File: src/hdl/ntt_pkg.sv
`timescale 1ns / 1ps
// ============================================================================
// ntt_pkg: shared types and constants of the nearest target tracker
// Field widths, register indexes, queue entry layout and helper functions.
// ============================================================================
package ntt_pkg;

    // Trajectory depth and derived counter width.
    localparam int HISTORY_DEPTH = 30;
    localparam int PH_W          = $clog2(HISTORY_DEPTH + 1);

    // Field widths.
    localparam int COORD_W  = 12;
    localparam int POS_W    = 13;
    localparam int DIST_W   = 24;
    localparam int DEPTH_W  = 25;
    localparam int PROD_W   = 2 * DIST_W;
    localparam int GAP_W    = 50;
    localparam int COUNT_W  = 8;
    localparam int CLASS_W  = 2;
    localparam int HLEN_W   = 5;
    localparam int HLEN_MAX = (1 << HLEN_W) - 1;
    localparam int DIV_CNT_W = $clog2(DIST_W + 1);

    // Stream payload widths.
    localparam int S_TDATA_W     = 48;
    localparam int OUT_FIELDS_W  = 85;
    localparam int M_TDATA_W     = 88;

    // Queue between front and back.
    localparam int QUEUE_DEPTH = 2;
    localparam int QPTR_W      = $clog2(QUEUE_DEPTH);
    localparam int QCNT_W      = $clog2(QUEUE_DEPTH + 1);

    // Configuration port.
    localparam int CFG_IDX_W  = 3;
    localparam int CFG_DATA_W = 24;
    localparam logic [CFG_IDX_W-1:0] REG_DISTANCE_SCALE = 3'd0;
    localparam logic [CFG_IDX_W-1:0] REG_MISS_LIMIT     = 3'd1;
    localparam logic [CFG_IDX_W-1:0] REG_NEAR_THRESHOLD = 3'd2;
    localparam logic [CFG_IDX_W-1:0] REG_MID_THRESHOLD  = 3'd3;
    localparam logic [CFG_IDX_W-1:0] REG_DEPTH_ORIGIN   = 3'd4;

    localparam logic [DIST_W-1:0]  RST_DISTANCE_SCALE = 24'd90000;
    localparam logic [COUNT_W-1:0] RST_MISS_LIMIT     = 8'd15;
    localparam logic [DIST_W-1:0]  RST_NEAR_THRESHOLD = 24'd300;
    localparam logic [DIST_W-1:0]  RST_MID_THRESHOLD  = 24'd550;
    localparam logic [DIST_W-1:0]  RST_DEPTH_ORIGIN   = 24'd500;

    // Distance classes.
    localparam logic [CLASS_W-1:0] CLASS_NEAR = 2'd0;
    localparam logic [CLASS_W-1:0] CLASS_MID  = 2'd1;
    localparam logic [CLASS_W-1:0] CLASS_FAR  = 2'd2;

    // What a queued item asks the back end to do.
    typedef enum logic [1:0] {
        KIND_BOX,
        KIND_BOX_LAST,
        KIND_CLOSE
    } item_kind_t;

    typedef struct packed {
        item_kind_t         kind;
        logic [POS_W-1:0]   cx;
        logic [POS_W-1:0]   cy;
        logic [COORD_W-1:0] width;
    } queue_entry_t;

    typedef struct packed {
        logic [DIST_W-1:0]  distance_scale;
        logic [COUNT_W-1:0] miss_limit;
        logic [DIST_W-1:0]  near_threshold;
        logic [DIST_W-1:0]  mid_threshold;
        logic [DIST_W-1:0]  depth_origin;
    } cfg_t;

    typedef struct packed {
        logic               start;
        logic [DIST_W-1:0]  dividend;
        logic [COORD_W-1:0] divisor;
    } div_req_t;

    typedef struct packed {
        logic              done;
        logic [DIST_W-1:0] quotient;
    } div_rsp_t;

    function automatic logic [DIST_W-1:0] abs_diff(input logic [DIST_W-1:0] a,
                                                   input logic [DIST_W-1:0] b);
        abs_diff = (a > b) ? (a - b) : (b - a);
    endfunction

    function automatic logic [HLEN_W-1:0] hist_len(input logic [PH_W-1:0] ph);
        if (32'(ph) > 32'(HLEN_MAX)) begin
            hist_len = HLEN_W'(HLEN_MAX);
        end else begin
            hist_len = HLEN_W'(ph);
        end
    endfunction

endpackage

File: src/hdl/ntt_front.sv
`timescale 1ns / 1ps
// ============================================================================
// ntt_front: request intake and classification
// Registers each input request, classifies it and forms the box centre.
// ============================================================================
module ntt_front import ntt_pkg::*; (
    input  logic                 aclk,
    input  logic                 aresetn,
    input  logic                 s_tvalid,
    output logic                 s_tready,
    input  logic [S_TDATA_W-1:0] s_tdata,
    input  logic                 s_tuser,
    input  logic                 s_tlast,
    output logic                 push_valid,
    input  logic                 push_ready,
    output queue_entry_t         push_entry
);

    logic               stage_valid_reg;
    queue_entry_t       entry_reg;
    queue_entry_t       entry_next;
    logic [COORD_W-1:0] bx, by, bw, bh;

    assign bx = s_tdata[11:0];
    assign by = s_tdata[23:12];
    assign bw = s_tdata[35:24];
    assign bh = s_tdata[47:36];

    assign s_tready   = !stage_valid_reg || push_ready;
    assign push_valid = stage_valid_reg;
    assign push_entry = entry_reg;

    // An empty item always closes the frame, whatever its last flag says.
    always_comb begin
        if (s_tuser) begin
            entry_next.kind = KIND_CLOSE;
        end else if (s_tlast) begin
            entry_next.kind = KIND_BOX_LAST;
        end else begin
            entry_next.kind = KIND_BOX;
        end
        entry_next.cx    = {1'b0, bx} + {2'b00, bw[COORD_W-1:1]};
        entry_next.cy    = {1'b0, by} + {2'b00, bh[COORD_W-1:1]};
        entry_next.width = (bw == '0) ? COORD_W'(1) : bw;
    end

    always_ff @(posedge aclk) begin
        if (!aresetn) begin
            stage_valid_reg <= 1'b0;
        end else if (s_tvalid && s_tready) begin
            stage_valid_reg <= 1'b1;
        end else if (push_ready) begin
            stage_valid_reg <= 1'b0;
        end
    end

    always_ff @(posedge aclk) begin
        if (s_tvalid && s_tready) begin
            entry_reg <= entry_next;
        end
    end

endmodule

File: src/hdl/ntt_queue.sv
`timescale 1ns / 1ps
// ============================================================================
// ntt_queue: short queue between front and back
// A small first-in first-out buffer of classified requests.
// ============================================================================
module ntt_queue import ntt_pkg::*; (
    input  logic         aclk,
    input  logic         aresetn,
    input  logic         push_valid,
    output logic         push_ready,
    input  queue_entry_t push_entry,
    output logic         pop_valid,
    input  logic         pop_ready,
    output queue_entry_t pop_entry
);

    queue_entry_t      slots_reg [QUEUE_DEPTH];
    logic [QPTR_W-1:0] wr_ptr_reg, rd_ptr_reg;
    logic [QCNT_W-1:0] count_reg;
    logic              do_push, do_pop;

    assign push_ready = (count_reg != QCNT_W'(QUEUE_DEPTH));
    assign pop_valid  = (count_reg != '0);
    assign pop_entry  = slots_reg[rd_ptr_reg];
    assign do_push    = push_valid && push_ready;
    assign do_pop     = pop_valid && pop_ready;

    function automatic logic [QPTR_W-1:0] bump(input logic [QPTR_W-1:0] p);
        bump = (p == QPTR_W'(QUEUE_DEPTH - 1)) ? '0 : p + 1'b1;
    endfunction

    always_ff @(posedge aclk) begin
        if (!aresetn) begin
            wr_ptr_reg <= '0;
            rd_ptr_reg <= '0;
            count_reg  <= '0;
        end else begin
            if (do_push) begin
                wr_ptr_reg <= bump(wr_ptr_reg);
            end
            if (do_pop) begin
                rd_ptr_reg <= bump(rd_ptr_reg);
            end
            if (do_push && !do_pop) begin
                count_reg <= count_reg + 1'b1;
            end else if (do_pop && !do_push) begin
                count_reg <= count_reg - 1'b1;
            end
        end
    end

    always_ff @(posedge aclk) begin
        if (do_push) begin
            slots_reg[wr_ptr_reg] <= push_entry;
        end
    end

endmodule

File: src/hdl/ntt_div.sv
`timescale 1ns / 1ps
// ============================================================================
// ntt_div: serial restoring divider
// Divides the 24-bit scale by a 12-bit width, one quotient bit per cycle.
// ============================================================================
module ntt_div import ntt_pkg::*; (
    input  logic     aclk,
    input  logic     aresetn,
    input  div_req_t req,
    output div_rsp_t rsp
);

    logic                 busy_reg, done_reg;
    logic [DIV_CNT_W-1:0] cnt_reg;
    logic [DIST_W-1:0]    quo_reg;
    logic [COORD_W-1:0]   rem_reg, divisor_reg;
    logic [COORD_W:0]     trial;
    logic                 fits;

    assign trial = {rem_reg, quo_reg[DIST_W-1]};
    assign fits  = (trial >= {1'b0, divisor_reg});

    assign rsp.done     = done_reg;
    assign rsp.quotient = quo_reg;

    always_ff @(posedge aclk) begin
        if (!aresetn) begin
            busy_reg <= 1'b0;
            done_reg <= 1'b0;
            cnt_reg  <= '0;
        end else begin
            done_reg <= 1'b0;
            if (busy_reg) begin
                cnt_reg <= cnt_reg - 1'b1;
                if (cnt_reg == DIV_CNT_W'(1)) begin
                    busy_reg <= 1'b0;
                    done_reg <= 1'b1;
                end
            end else if (req.start) begin
                busy_reg <= 1'b1;
                cnt_reg  <= DIV_CNT_W'(DIST_W);
            end
        end
    end

    always_ff @(posedge aclk) begin
        if (busy_reg) begin
            rem_reg <= fits ? COORD_W'(trial - {1'b0, divisor_reg}) : COORD_W'(trial);
            quo_reg <= {quo_reg[DIST_W-2:0], fits};
        end else if (req.start) begin
            rem_reg     <= '0;
            quo_reg     <= req.dividend;
            divisor_reg <= req.divisor;
        end
    end

endmodule

File: src/hdl/ntt_back.sv
`timescale 1ns / 1ps
// ============================================================================
// ntt_back: association and trajectory update
// Scores each box against the newest point and closes frames into results.
// ============================================================================
module ntt_back import ntt_pkg::*; (
    input  logic                 aclk,
    input  logic                 aresetn,
    input  cfg_t                 cfg,
    input  logic                 pop_valid,
    output logic                 pop_ready,
    input  queue_entry_t         pop_entry,
    output div_req_t             div_req,
    input  div_rsp_t             div_rsp,
    output logic                 m_tvalid,
    input  logic                 m_tready,
    output logic [M_TDATA_W-1:0] m_tdata
);

    typedef enum logic [2:0] {
        ST_IDLE,
        ST_DIV,
        ST_DIFF,
        ST_SQUARE,
        ST_COMPARE,
        ST_FINISH
    } state_t;

    state_t               state_reg;
    item_kind_t           kind_reg;
    logic [POS_W-1:0]     cx_reg, cy_reg;
    logic [DIST_W-1:0]    cd_reg;
    logic [POS_W-1:0]     dx_reg, dy_reg;
    logic [DIST_W-1:0]    dd_reg;
    logic [1:0]           sq_cnt_reg;
    logic [PROD_W-1:0]    prod_reg;
    logic [GAP_W-1:0]     gap_reg, best_gap_reg;
    logic [POS_W-1:0]     best_x_reg, best_y_reg, lpx_reg, lpy_reg;
    logic [DIST_W-1:0]    best_d_reg, lpd_reg;
    logic [COUNT_W-1:0]   fbc_reg, miss_reg;
    logic [PH_W-1:0]      ph_reg;
    logic                 m_valid_reg;
    logic [M_TDATA_W-1:0] m_data_reg;

    logic [DIST_W-1:0]    sq_op;
    logic                 added_next, cleared_next, valid_next, has_point;
    logic [COUNT_W-1:0]   miss_next;
    logic [PH_W-1:0]      ph_next;
    logic [POS_W-1:0]     lpx_next, lpy_next, tx_next, ty_next;
    logic [DIST_W-1:0]    lpd_next, td_next;
    logic [DEPTH_W-1:0]   depth_next;
    logic [CLASS_W-1:0]   class_next;
    logic                 slot_free;

    assign pop_ready = (state_reg == ST_IDLE);
    assign m_tvalid  = m_valid_reg;
    assign m_tdata   = m_data_reg;
    assign slot_free = !m_valid_reg || m_tready;

    assign div_req.start    = (state_reg == ST_IDLE) && pop_valid &&
                              (pop_entry.kind != KIND_CLOSE);
    assign div_req.dividend = cfg.distance_scale;
    assign div_req.divisor  = pop_entry.width;

    // One shared squarer: distance term first, then x, then y.
    always_comb begin
        case (sq_cnt_reg)
            2'd0:    sq_op = dd_reg;
            2'd1:    sq_op = DIST_W'(dx_reg);
            2'd2:    sq_op = DIST_W'(dy_reg);
            default: sq_op = '0;
        endcase
    end

    // Frame close: miss counting, append, clearing and the reported point.
    always_comb begin
        added_next = (fbc_reg != '0) && ((fbc_reg == COUNT_W'(1)) || (ph_reg != '0));
        if (fbc_reg == '0) begin
            miss_next = (miss_reg == '1) ? miss_reg : miss_reg + 1'b1;
        end else begin
            miss_next = '0;
        end
        cleared_next = (miss_next > cfg.miss_limit);
        if (cleared_next) begin
            ph_next  = '0;
            lpx_next = '0;
            lpy_next = '0;
            lpd_next = '0;
        end else if (added_next) begin
            ph_next  = ph_reg + 1'b1;
            lpx_next = best_x_reg;
            lpy_next = best_y_reg;
            lpd_next = best_d_reg;
        end else begin
            ph_next  = ph_reg;
            lpx_next = lpx_reg;
            lpy_next = lpy_reg;
            lpd_next = lpd_reg;
        end
        has_point  = (ph_next != '0);
        valid_next = (fbc_reg != '0) && has_point;
        tx_next    = has_point ? lpx_next : '0;
        ty_next    = has_point ? lpy_next : '0;
        td_next    = has_point ? lpd_next : '0;
        depth_next = has_point ? ({1'b0, lpd_next} - {1'b0, cfg.depth_origin}) : '0;
        if (!has_point || (lpd_next < cfg.near_threshold)) begin
            class_next = CLASS_NEAR;
        end else if (lpd_next < cfg.mid_threshold) begin
            class_next = CLASS_MID;
        end else begin
            class_next = CLASS_FAR;
        end
    end

    always_ff @(posedge aclk) begin
        if (!aresetn) begin
            state_reg    <= ST_IDLE;
            m_valid_reg  <= 1'b0;
            fbc_reg      <= '0;
            miss_reg     <= '0;
            ph_reg       <= '0;
            lpx_reg      <= '0;
            lpy_reg      <= '0;
            lpd_reg      <= '0;
            best_gap_reg <= '0;
            sq_cnt_reg   <= '0;
        end else begin
            // The finish state refills the report slot itself.
            if (m_valid_reg && m_tready && (state_reg != ST_FINISH)) begin
                m_valid_reg <= 1'b0;
            end
            unique case (state_reg)
                ST_IDLE: begin
                    if (pop_valid) begin
                        kind_reg <= pop_entry.kind;
                        cx_reg   <= pop_entry.cx;
                        cy_reg   <= pop_entry.cy;
                        // A full history drops its oldest point when a frame opens.
                        if ((fbc_reg == '0) && (ph_reg >= PH_W'(HISTORY_DEPTH))) begin
                            ph_reg <= PH_W'(HISTORY_DEPTH - 1);
                        end
                        state_reg <= (pop_entry.kind == KIND_CLOSE) ? ST_FINISH : ST_DIV;
                    end
                end
                ST_DIV: begin
                    if (div_rsp.done) begin
                        cd_reg    <= div_rsp.quotient;
                        state_reg <= ST_DIFF;
                    end
                end
                ST_DIFF: begin
                    dx_reg     <= POS_W'(abs_diff(DIST_W'(cx_reg), DIST_W'(lpx_reg)));
                    dy_reg     <= POS_W'(abs_diff(DIST_W'(cy_reg), DIST_W'(lpy_reg)));
                    dd_reg     <= abs_diff(cd_reg, lpd_reg);
                    sq_cnt_reg <= '0;
                    state_reg  <= ST_SQUARE;
                end
                ST_SQUARE: begin
                    prod_reg   <= sq_op * sq_op;
                    sq_cnt_reg <= sq_cnt_reg + 1'b1;
                    if (sq_cnt_reg == 2'd1) begin
                        gap_reg <= GAP_W'(prod_reg);
                    end else if (sq_cnt_reg != 2'd0) begin
                        gap_reg <= gap_reg + GAP_W'(prod_reg);
                    end
                    if (sq_cnt_reg == 2'd3) begin
                        state_reg <= ST_COMPARE;
                    end
                end
                ST_COMPARE: begin
                    // Ties go to the later box.
                    if ((fbc_reg == '0) || (gap_reg <= best_gap_reg)) begin
                        best_x_reg   <= cx_reg;
                        best_y_reg   <= cy_reg;
                        best_d_reg   <= cd_reg;
                        best_gap_reg <= gap_reg;
                    end
                    if (fbc_reg != '1) begin
                        fbc_reg <= fbc_reg + 1'b1;
                    end
                    state_reg <= (kind_reg == KIND_BOX_LAST) ? ST_FINISH : ST_IDLE;
                end
                ST_FINISH: begin
                    if (slot_free) begin
                        miss_reg     <= miss_next;
                        ph_reg       <= ph_next;
                        lpx_reg      <= lpx_next;
                        lpy_reg      <= lpy_next;
                        lpd_reg      <= lpd_next;
                        fbc_reg      <= '0;
                        best_gap_reg <= '0;
                        m_valid_reg  <= 1'b1;
                        m_data_reg   <= {{(M_TDATA_W - OUT_FIELDS_W){1'b0}},
                                         valid_next, cleared_next, hist_len(ph_next),
                                         class_next, depth_next, td_next,
                                         ty_next, tx_next, added_next};
                        state_reg    <= ST_IDLE;
                    end
                end
                default: state_reg <= ST_IDLE;
            endcase
        end
    end

endmodule

File: src/hdl/nearest_target_tracker_top.sv
`timescale 1ns / 1ps
// ============================================================================
// nearest_target_tracker_top: nearest-target track association
// Associates each frame's detection boxes with a trajectory and reports the
// newest track point, its depth and its distance class once per frame.
// ============================================================================
//
// Channel   Direction  Content
// s_*       in         one detection box request, or an empty-frame request
// m_*       out        one track report request per closed frame
// cfg_*     in         register writes: scale, miss limit, thresholds, origin
//
// A box request holds the back end while it leaves the queue, runs the serial
// divider, forms the differences, passes the shared squarer and the compare;
// closing a frame adds the finish state, and an empty request goes from idle to
// finish. The front register and a two-entry queue keep taking requests meanwhile,
// so the input stalls once both are full; a pending report holds the frame close.
// Reset is synchronous and active low and restores the register defaults.
//
module nearest_target_tracker_top import ntt_pkg::*; (
    input  logic                  aclk,
    input  logic                  aresetn,
    // Input requests.
    input  logic                  s_tvalid,
    output logic                  s_tready,
    // box_x[11:0], box_y[23:12], box_width[35:24], box_height[47:36]
    input  logic [S_TDATA_W-1:0]  s_tdata,
    // frame_empty[0]
    input  logic                  s_tuser,
    // last_in_frame
    input  logic                  s_tlast,
    // Result requests.
    output logic                  m_tvalid,
    input  logic                  m_tready,
    // point_added[0], track_x[13:1], track_y[26:14], track_distance[50:27],
    // track_depth[75:51], distance_class[77:76], history_length[82:78],
    // trajectory_cleared[83], track_valid[84], zero padding[87:85]
    output logic [M_TDATA_W-1:0]  m_tdata,
    // Configuration writes.
    input  logic                  cfg_wr_en,
    input  logic [CFG_IDX_W-1:0]  cfg_index,
    input  logic [CFG_DATA_W-1:0] cfg_wdata
);

    cfg_t         cfg_reg;
    logic         push_valid, push_ready;
    queue_entry_t push_entry;
    logic         pop_valid, pop_ready;
    queue_entry_t pop_entry;
    div_req_t     div_req;
    div_rsp_t     div_rsp;

    // Configuration registers; writes to unused indexes are dropped.
    always_ff @(posedge aclk) begin
        if (!aresetn) begin
            cfg_reg.distance_scale <= RST_DISTANCE_SCALE;
            cfg_reg.miss_limit     <= RST_MISS_LIMIT;
            cfg_reg.near_threshold <= RST_NEAR_THRESHOLD;
            cfg_reg.mid_threshold  <= RST_MID_THRESHOLD;
            cfg_reg.depth_origin   <= RST_DEPTH_ORIGIN;
        end else if (cfg_wr_en) begin
            unique case (cfg_index)
                REG_DISTANCE_SCALE: cfg_reg.distance_scale <= cfg_wdata;
                REG_MISS_LIMIT:     cfg_reg.miss_limit     <= cfg_wdata[COUNT_W-1:0];
                REG_NEAR_THRESHOLD: cfg_reg.near_threshold <= cfg_wdata;
                REG_MID_THRESHOLD:  cfg_reg.mid_threshold  <= cfg_wdata;
                REG_DEPTH_ORIGIN:   cfg_reg.depth_origin   <= cfg_wdata;
                default: ;
            endcase
        end
    end

    // Front end: registers and classifies each request, forms the box centre.
    ntt_front u_front (
        .aclk       (aclk),
        .aresetn    (aresetn),
        .s_tvalid   (s_tvalid),
        .s_tready   (s_tready),
        .s_tdata    (s_tdata),
        .s_tuser    (s_tuser),
        .s_tlast    (s_tlast),
        .push_valid (push_valid),
        .push_ready (push_ready),
        .push_entry (push_entry)
    );

    // Queue that lets the front and back ends stall independently.
    ntt_queue u_queue (
        .aclk       (aclk),
        .aresetn    (aresetn),
        .push_valid (push_valid),
        .push_ready (push_ready),
        .push_entry (push_entry),
        .pop_valid  (pop_valid),
        .pop_ready  (pop_ready),
        .pop_entry  (pop_entry)
    );

    // Serial divider for the per-box distance estimate.
    ntt_div u_div (
        .aclk    (aclk),
        .aresetn (aresetn),
        .req     (div_req),
        .rsp     (div_rsp)
    );

    // Back end: gap scoring, nearest-box selection and frame close.
    ntt_back u_back (
        .aclk      (aclk),
        .aresetn   (aresetn),
        .cfg       (cfg_reg),
        .pop_valid (pop_valid),
        .pop_ready (pop_ready),
        .pop_entry (pop_entry),
        .div_req   (div_req),
        .div_rsp   (div_rsp),
        .m_tvalid  (m_tvalid),
        .m_tready  (m_tready),
        .m_tdata   (m_tdata)
    );

endmodule

File: config.mk
export PLATFORM = sky130hd
export DESIGN_NAME = nearest_target_tracker_top
export DESIGN_NICKNAME = d
export VERILOG_FILES = /design/src/hdl/ntt_pkg.sv /design/src/hdl/ntt_front.sv /design/src/hdl/ntt_queue.sv /design/src/hdl/ntt_div.sv /design/src/hdl/ntt_back.sv /design/src/hdl/nearest_target_tracker_top.sv
export SDC_FILE = /design/constraint.sdc
export NUM_CORES = 2
export LEC_CHECK = 0
export ABC_AREA = 1
export BUFFER_PORTS_ARGS = -buffer_cell sky130_fd_sc_hd__buf_2
export CAP_MARGIN = 20
export CELL_PAD_IN_SITES_DETAIL_PLACEMENT = 0
export CELL_PAD_IN_SITES_GLOBAL_PLACEMENT = 1
export CORE_AREA = 2 2 440 442
export DETAILED_ROUTE_END_ITERATION = 7
export DIE_AREA = 0 0 442 444
export PLACE_DENSITY_LB_ADDON = 0.1
export SYNTH_ARGS = -nofsm -noshare
export SYNTH_HDL_FRONTEND = slang
export SYNTH_SLANG_ARGS = --single-unit
File: constraint.sdc
create_clock -name aclk -period 6.9 [get_ports aclk]
set_clock_uncertainty 0.05 [all_clocks]
set_input_delay 1.035 -clock aclk [delete_from_list [all_inputs] [get_ports aclk]]
set_output_delay 1.035 -clock aclk [all_outputs]
set_load 0.02 [all_outputs]
# Word level (Yosys, flattened, before mapping)
# Memories as Yosys holds them, arrays and structs flattened. A register that Yosys moved wholly into a read port is not among the register bits.
# Cells that the tools add are included.
op_classes:
  order_cmp: 9
  eq_ne: 28
  multipliers: 1
  n_bitwise: 1
  n_mux: 60
  reduce_logical: 57
  n_addsub: 20
ops:
  columns: ["op", "count"]
  rows:
  - ["$mux W50", 3]
  - ["$mux W24", 5]
  - ["$pmux W50 S2", 1]
  - ["$mux W13", 6]
  - ["$pmux W24 S3", 1]
  - ["$sub A13 B13 Y13", 4]
  - ["$add A50 B48 Y50", 1]
  - ["$le A50 B50 Y1", 1]
  - ["$lt A24 B24 Y1", 2]
  - ["$mul A24 B24 Y48", 1]
  - ["$mux W48", 1]
  - ["$sub A24 B24 Y24", 2]
  - ["$mux W12", 3]
  - ["$mux W5", 7]
  - ["$mux W8", 4]
  - ["$add A12 B11 Y13", 2]
  - ["$gt A13 B13 Y1", 2]
  - ["$sub A24 B24 Y25", 1]
  - ["$gt A24 B24 Y1", 1]
  - ["$reduce_and A3 Y1", 7]
  - ["$reduce_and A2 Y1", 10]
  - ["$mux W3", 6]
  - ["$pmux W3 S6", 1]
  - ["$reduce_bool A2 Y1", 9]
  - ["other kinds (38)", 95]
totals:
  mem_count: 1
  mem_bits_rw: 80
  regBits: 666
  wordCells: 222
mem_list:
  columns: ["memory", "words", "word_bits", "rd", "rd_ports_with_merged_regs", "wr", "line", "text"]
  rows:
  - ["u_queue.slots_reg", 2, 40, 1, 1, 1, "ntt_queue.sv:17", "queue_entry_t slots_reg [QUEUE_DEPTH];"]

# Logic depth before layout (Yosys ltp)
depth:
  word_depth: 8
  mapped_depth: 35
  mapped_depth_nobuf: 32

# Hierarchy
# From an unflattened synthesis, not the netlist that was laid out.
hier_totals:
  cells_unflattened: 7074
  area_unflattened_um2: 59410.7
modules_own_cells:
  columns: ["mod", "cells_each", "instances", "area_each_um2", "seq_area_each_um2"]
  rows:
  - ["ntt_back", 5649, 1, 46410.8, 12572.1]
  - ["nearest_target_tracker_top", 577, 1, 4083.9, 2082.0]
  - ["ntt_queue", 161, 1, 3140.5, 2502.4]
  - ["ntt_div", 373, 1, 3139.3, 1581.5]
  - ["ntt_front", 314, 1, 2636.3, 1221.2]

# Worst setup path after synthesis
# Ideal clock, no wire load.
synth_path:
  path_type: "flip-flop to flip-flop"
  start: "register u_back.sq_cnt_reg[0]"
  end: "register u_back.prod_reg[34] (data pin)"
  period_less_slack_ps: 7530
  slack_ps: -630
  stages_incl_launch_ff: 34
  n_path_buf: 3
  t_arrival_ps: 7221
  path_cell_list: "dfxtp_1 inv_1 ha_1 clkbuf_1 clkbuf_1 nand2_1 nand3_1 nand2_1 inv_1 clkbuf_1 nand2_1 fa_1 inv_1 fa_1 inv_1 fa_1 inv_1 fa_1 inv_1 fa_1 inv_1 fa_1 inv_1 fa_1 inv_1 ha_1 nand2_1 nor2_1 nand4_1 o21ai_0 a21oi_1 o21ai_0 a21oi_1 xnor2_1"
synth_between:
  elab_chain_cells: 3
synth_lines:
  columns: ["element", "line", "text"]
  rows:
  - ["from (decl)", "ntt_back.sv:35", "logic [1:0] sq_cnt_reg;"]
  - ["from (signal assigned)", "ntt_back.sv:160", "sq_cnt_reg <= sq_cnt_reg + 1'b1;"]
  - ["$eq A2 B2 Y1, or another cell as far along", "ntt_back.sv:67", "case (sq_cnt_reg)"]
  - ["$pmux W24 S3 (*)", "ntt_back.sv:67", null]
  - ["$mul A24 B24 Y48 (*)", "ntt_back.sv:159", "prod_reg <= sq_op * sq_op;"]
  - ["to (signal assigned)", "ntt_back.sv:159", null]
  - ["to (decl)", "ntt_back.sv:36", "logic [PROD_W-1:0] prod_reg;"]
# Every way passes the cells marked *; elsewhere a longest branch is shown, timed or not.
# A chain may end at the register's enable or synchronous reset.

# Worst setup path after layout
layout_path:
  start: "register u_back.sq_cnt_reg[0]"
  end: "register u_back.prod_reg[37] (data pin)"
# Same word-level chain as after synthesis.

==> flow_summary.yaml <==
clocking:
  h-tree-depth: 3
  insertion_delay_ns: 0.76
  cts-hold-fix-buffers: 0
  cts_made_buffers: 93
  clock_sinks: 746
  clock_path_buffers: 3
  cts_tree: "yes"
  cts_root_buf: "clkbuf_16"
  path_clk_slew_ns: 0.06
global_route:
  track_usage: 0.184
  overflow: 0
  first_global_vias: 45700
  grt_max_degree: 88
  antenna_found_initial: 4
  grt_pass1_wl_mm: 278
critical_path:
  worstSetupStartpointType: "flop"
  required_ns: 7.35
  cp_slowest_cell: "fa_1"
  r2r-start: "u_back.sq_cnt_reg[0]"
  max_stage_delay_ns: 0.55
  cpMostUsedCell: "fa_1"
  reg2reg_slack_ns: -0.22
  worstPathMaxFanout: 6
  r2r-end: "u_back.prod_reg[37]"
  cp.arrival_ns: 7.57
  rr_worst_depth: 34
  cp-end-kind: "flop"
  criticalPathCategory: "flop to flop"
sta:
  rsz0062_at_grt: "yes"
  final_hold_viol_count: 0
  period_share: 1.03
  tightest_slew_ns: 1.01
  post-route-min-period_ns: 7.12
  max-slew-margin-rel: 0.326
  slew_violations: 0
  setup_viol: 20
  fmax_ghz: 0.141
  worst_slack_ns: -0.216
synth:
  synth_ff_type: "edfxtp_1"
  ys_ff_latch: 746
  ys.warnings.count: 0
  yosysSeqAreaShare: 0.349
  avgSynthCellArea_um2: 8.71
  synth_enable_flop_cells: 502
  synthArstFlopShare: 0
  netlist_area_um2: 57200
  ys_types: 66
  netlist_instances: 6575
cells_and_area:
  nNetsFinal: 8172
  largest_reg_flops: 104
  final_cell_mix: "inv_1, nand2_1, nor2_1"
  layout_commonest_cell: "inv_1"
  drive_gt1_frac: 0.181
  area_delta_synth_final_pct: 21.9
  fin_util: 0.364
floorplan:
  die_w_um: 442
  num_rows: 161
  die_area_um2: 196000
  core-area_um2: 192000
  ios: 172
  fp.dieH_um: 444
  start_util: 0.299
drt:
  via_per_inst: 4.57
  vias: 44600
  drc: 0
  drtAntennaViolNets: 0
  totalWireLength_mm: 182
  dr.first_iter.drc_count: 2213
  post_drt_wl_per_cell_um: 18.6
  first_pass_iters: 7
placement:
  pre_cts_ws_ns: -0.948
  portBuffers: 167
  dpl.hpwl_mm: 147
  gp_congestion: 0.872
job:
  maxCapViolations: 0
hold_path:
  holdPathEnd: "u_queue.slots_reg[0][9]"
  hp-class: "flop to flop"
  hold_path.startpoint: "u_front.push_entry[9]"
  min_path_cells: 0
status:
  violations: "negative setup slack"
  status: "complete, but fails checks"
[cell usage after synthesis, drive strengths merged, types with 39 or more instances]
library cell,count,area (um2)
a21oi,544,2730
buf,51,297
clkbuf,143,542
dfxtp,244,4880
edfxtp,502,15100
fa,435,8710
ha,490,6130
inv,1242,4670
mux2,39,439
nand2,1110,4190
nand3,157,791
nand4,80,507
nor2,617,2410
nor3,42,220
o21ai,439,2200
xnor2,58,508
xor2,125,1090
[metrics by stage]
| step | setup TNS (ns) | cell area, um2 | hold WS, ns | cells |
|---|---|---|---|---|
| finish | -2.25 | 69800 | 0.376 | 9773 |
| global route | -7.91 | 69800 | 0.393 | 9772 |
| CTS | -1.99 | 68700 | 0.380 | 9722 |
| detailed placement | -19.13 | 64000 | 0.383 | 9510 |
| global placement | -17.53 | 64000 | 0.376 | 9510 |
| floorplan | 0 | 57400 | 0.371 | 6577 |
[layout make-up]
class	instances	area [um2]
sequential	746	20000
fill	19900	122000
antenna	2	5.00
timing repair buffer	687	5320
inverter	1250	4740
multi-input combinational	4387	33500
tap	2526	3160
clock buffer	124	2550
clock inverter	51	524
[worst max-delay path, delay by kind of cell, from the launching register on]
family                   cells  cell delay (ns)
AO/OA/AOI/OAI                3             0.39
adder cells (fa/ha/maj)      9             4.04
buffers and inverters       14             1.40
flip-flops                   1             0.38
AND/OR/NAND/NOR              8             0.60
[cells by family after synthesis]
kind of cell / synth area share
muxes: 0.00785
DFF: 0.349
and+or+nand+nor: 0.148
buffers and inverters: 0.0967
xor gates and xnor gates: 0.0280
AOI/OAI and AO/OA: 0.112
other: 0.0000655
adders and majority gates: 0.259
[timing repair]
item,CTS,global route
endpoints found under the setup margin,35,34
hold endpoints to repair,0,0
gates cloned,1,1
gates resized for setup,349,216
pin swaps,106,154
setup buffers,36,47
[layer usage]
layer / vias to the layer above / part of all wire / GRT usage
li1: 22400 / - / -
met1: 21600 / 0.46 / 0.243
met2: 547 / 0.50 / 0.322
met3: 131 / 0.029 / 0.0205
met4: 0 / 0.017 / 0.0395
met5: - / 0 / 0
[how the worst max path moves through the flow]
stage | slack, ns | start | end | depth (start not counted)
3_3_place_gp | -0.90 | u_back.sq_cnt_reg[0] | u_back.prod_reg[43] | 30
5_1_grt | -0.44 | u_back.sq_cnt_reg[1] | u_back.prod_reg[43] | 34
2_1_floorplan | 0.0008 | u_back.sq_cnt_reg[0] | u_back.prod_reg[45] | 31
3_5_place_dp | -0.95 | u_back.sq_cnt_reg[0] | u_back.prod_reg[43] | 30
4_1_cts | -0.20 | u_back.sq_cnt_reg[1] | u_back.prod_reg[45] | 32
6_report | -0.22 | u_back.sq_cnt_reg[0] | u_back.prod_reg[37] | 34
Power is left out: the tool's default activity adds up to more than one toggle a clock period on the data nets, which glitch-free logic cannot reach.
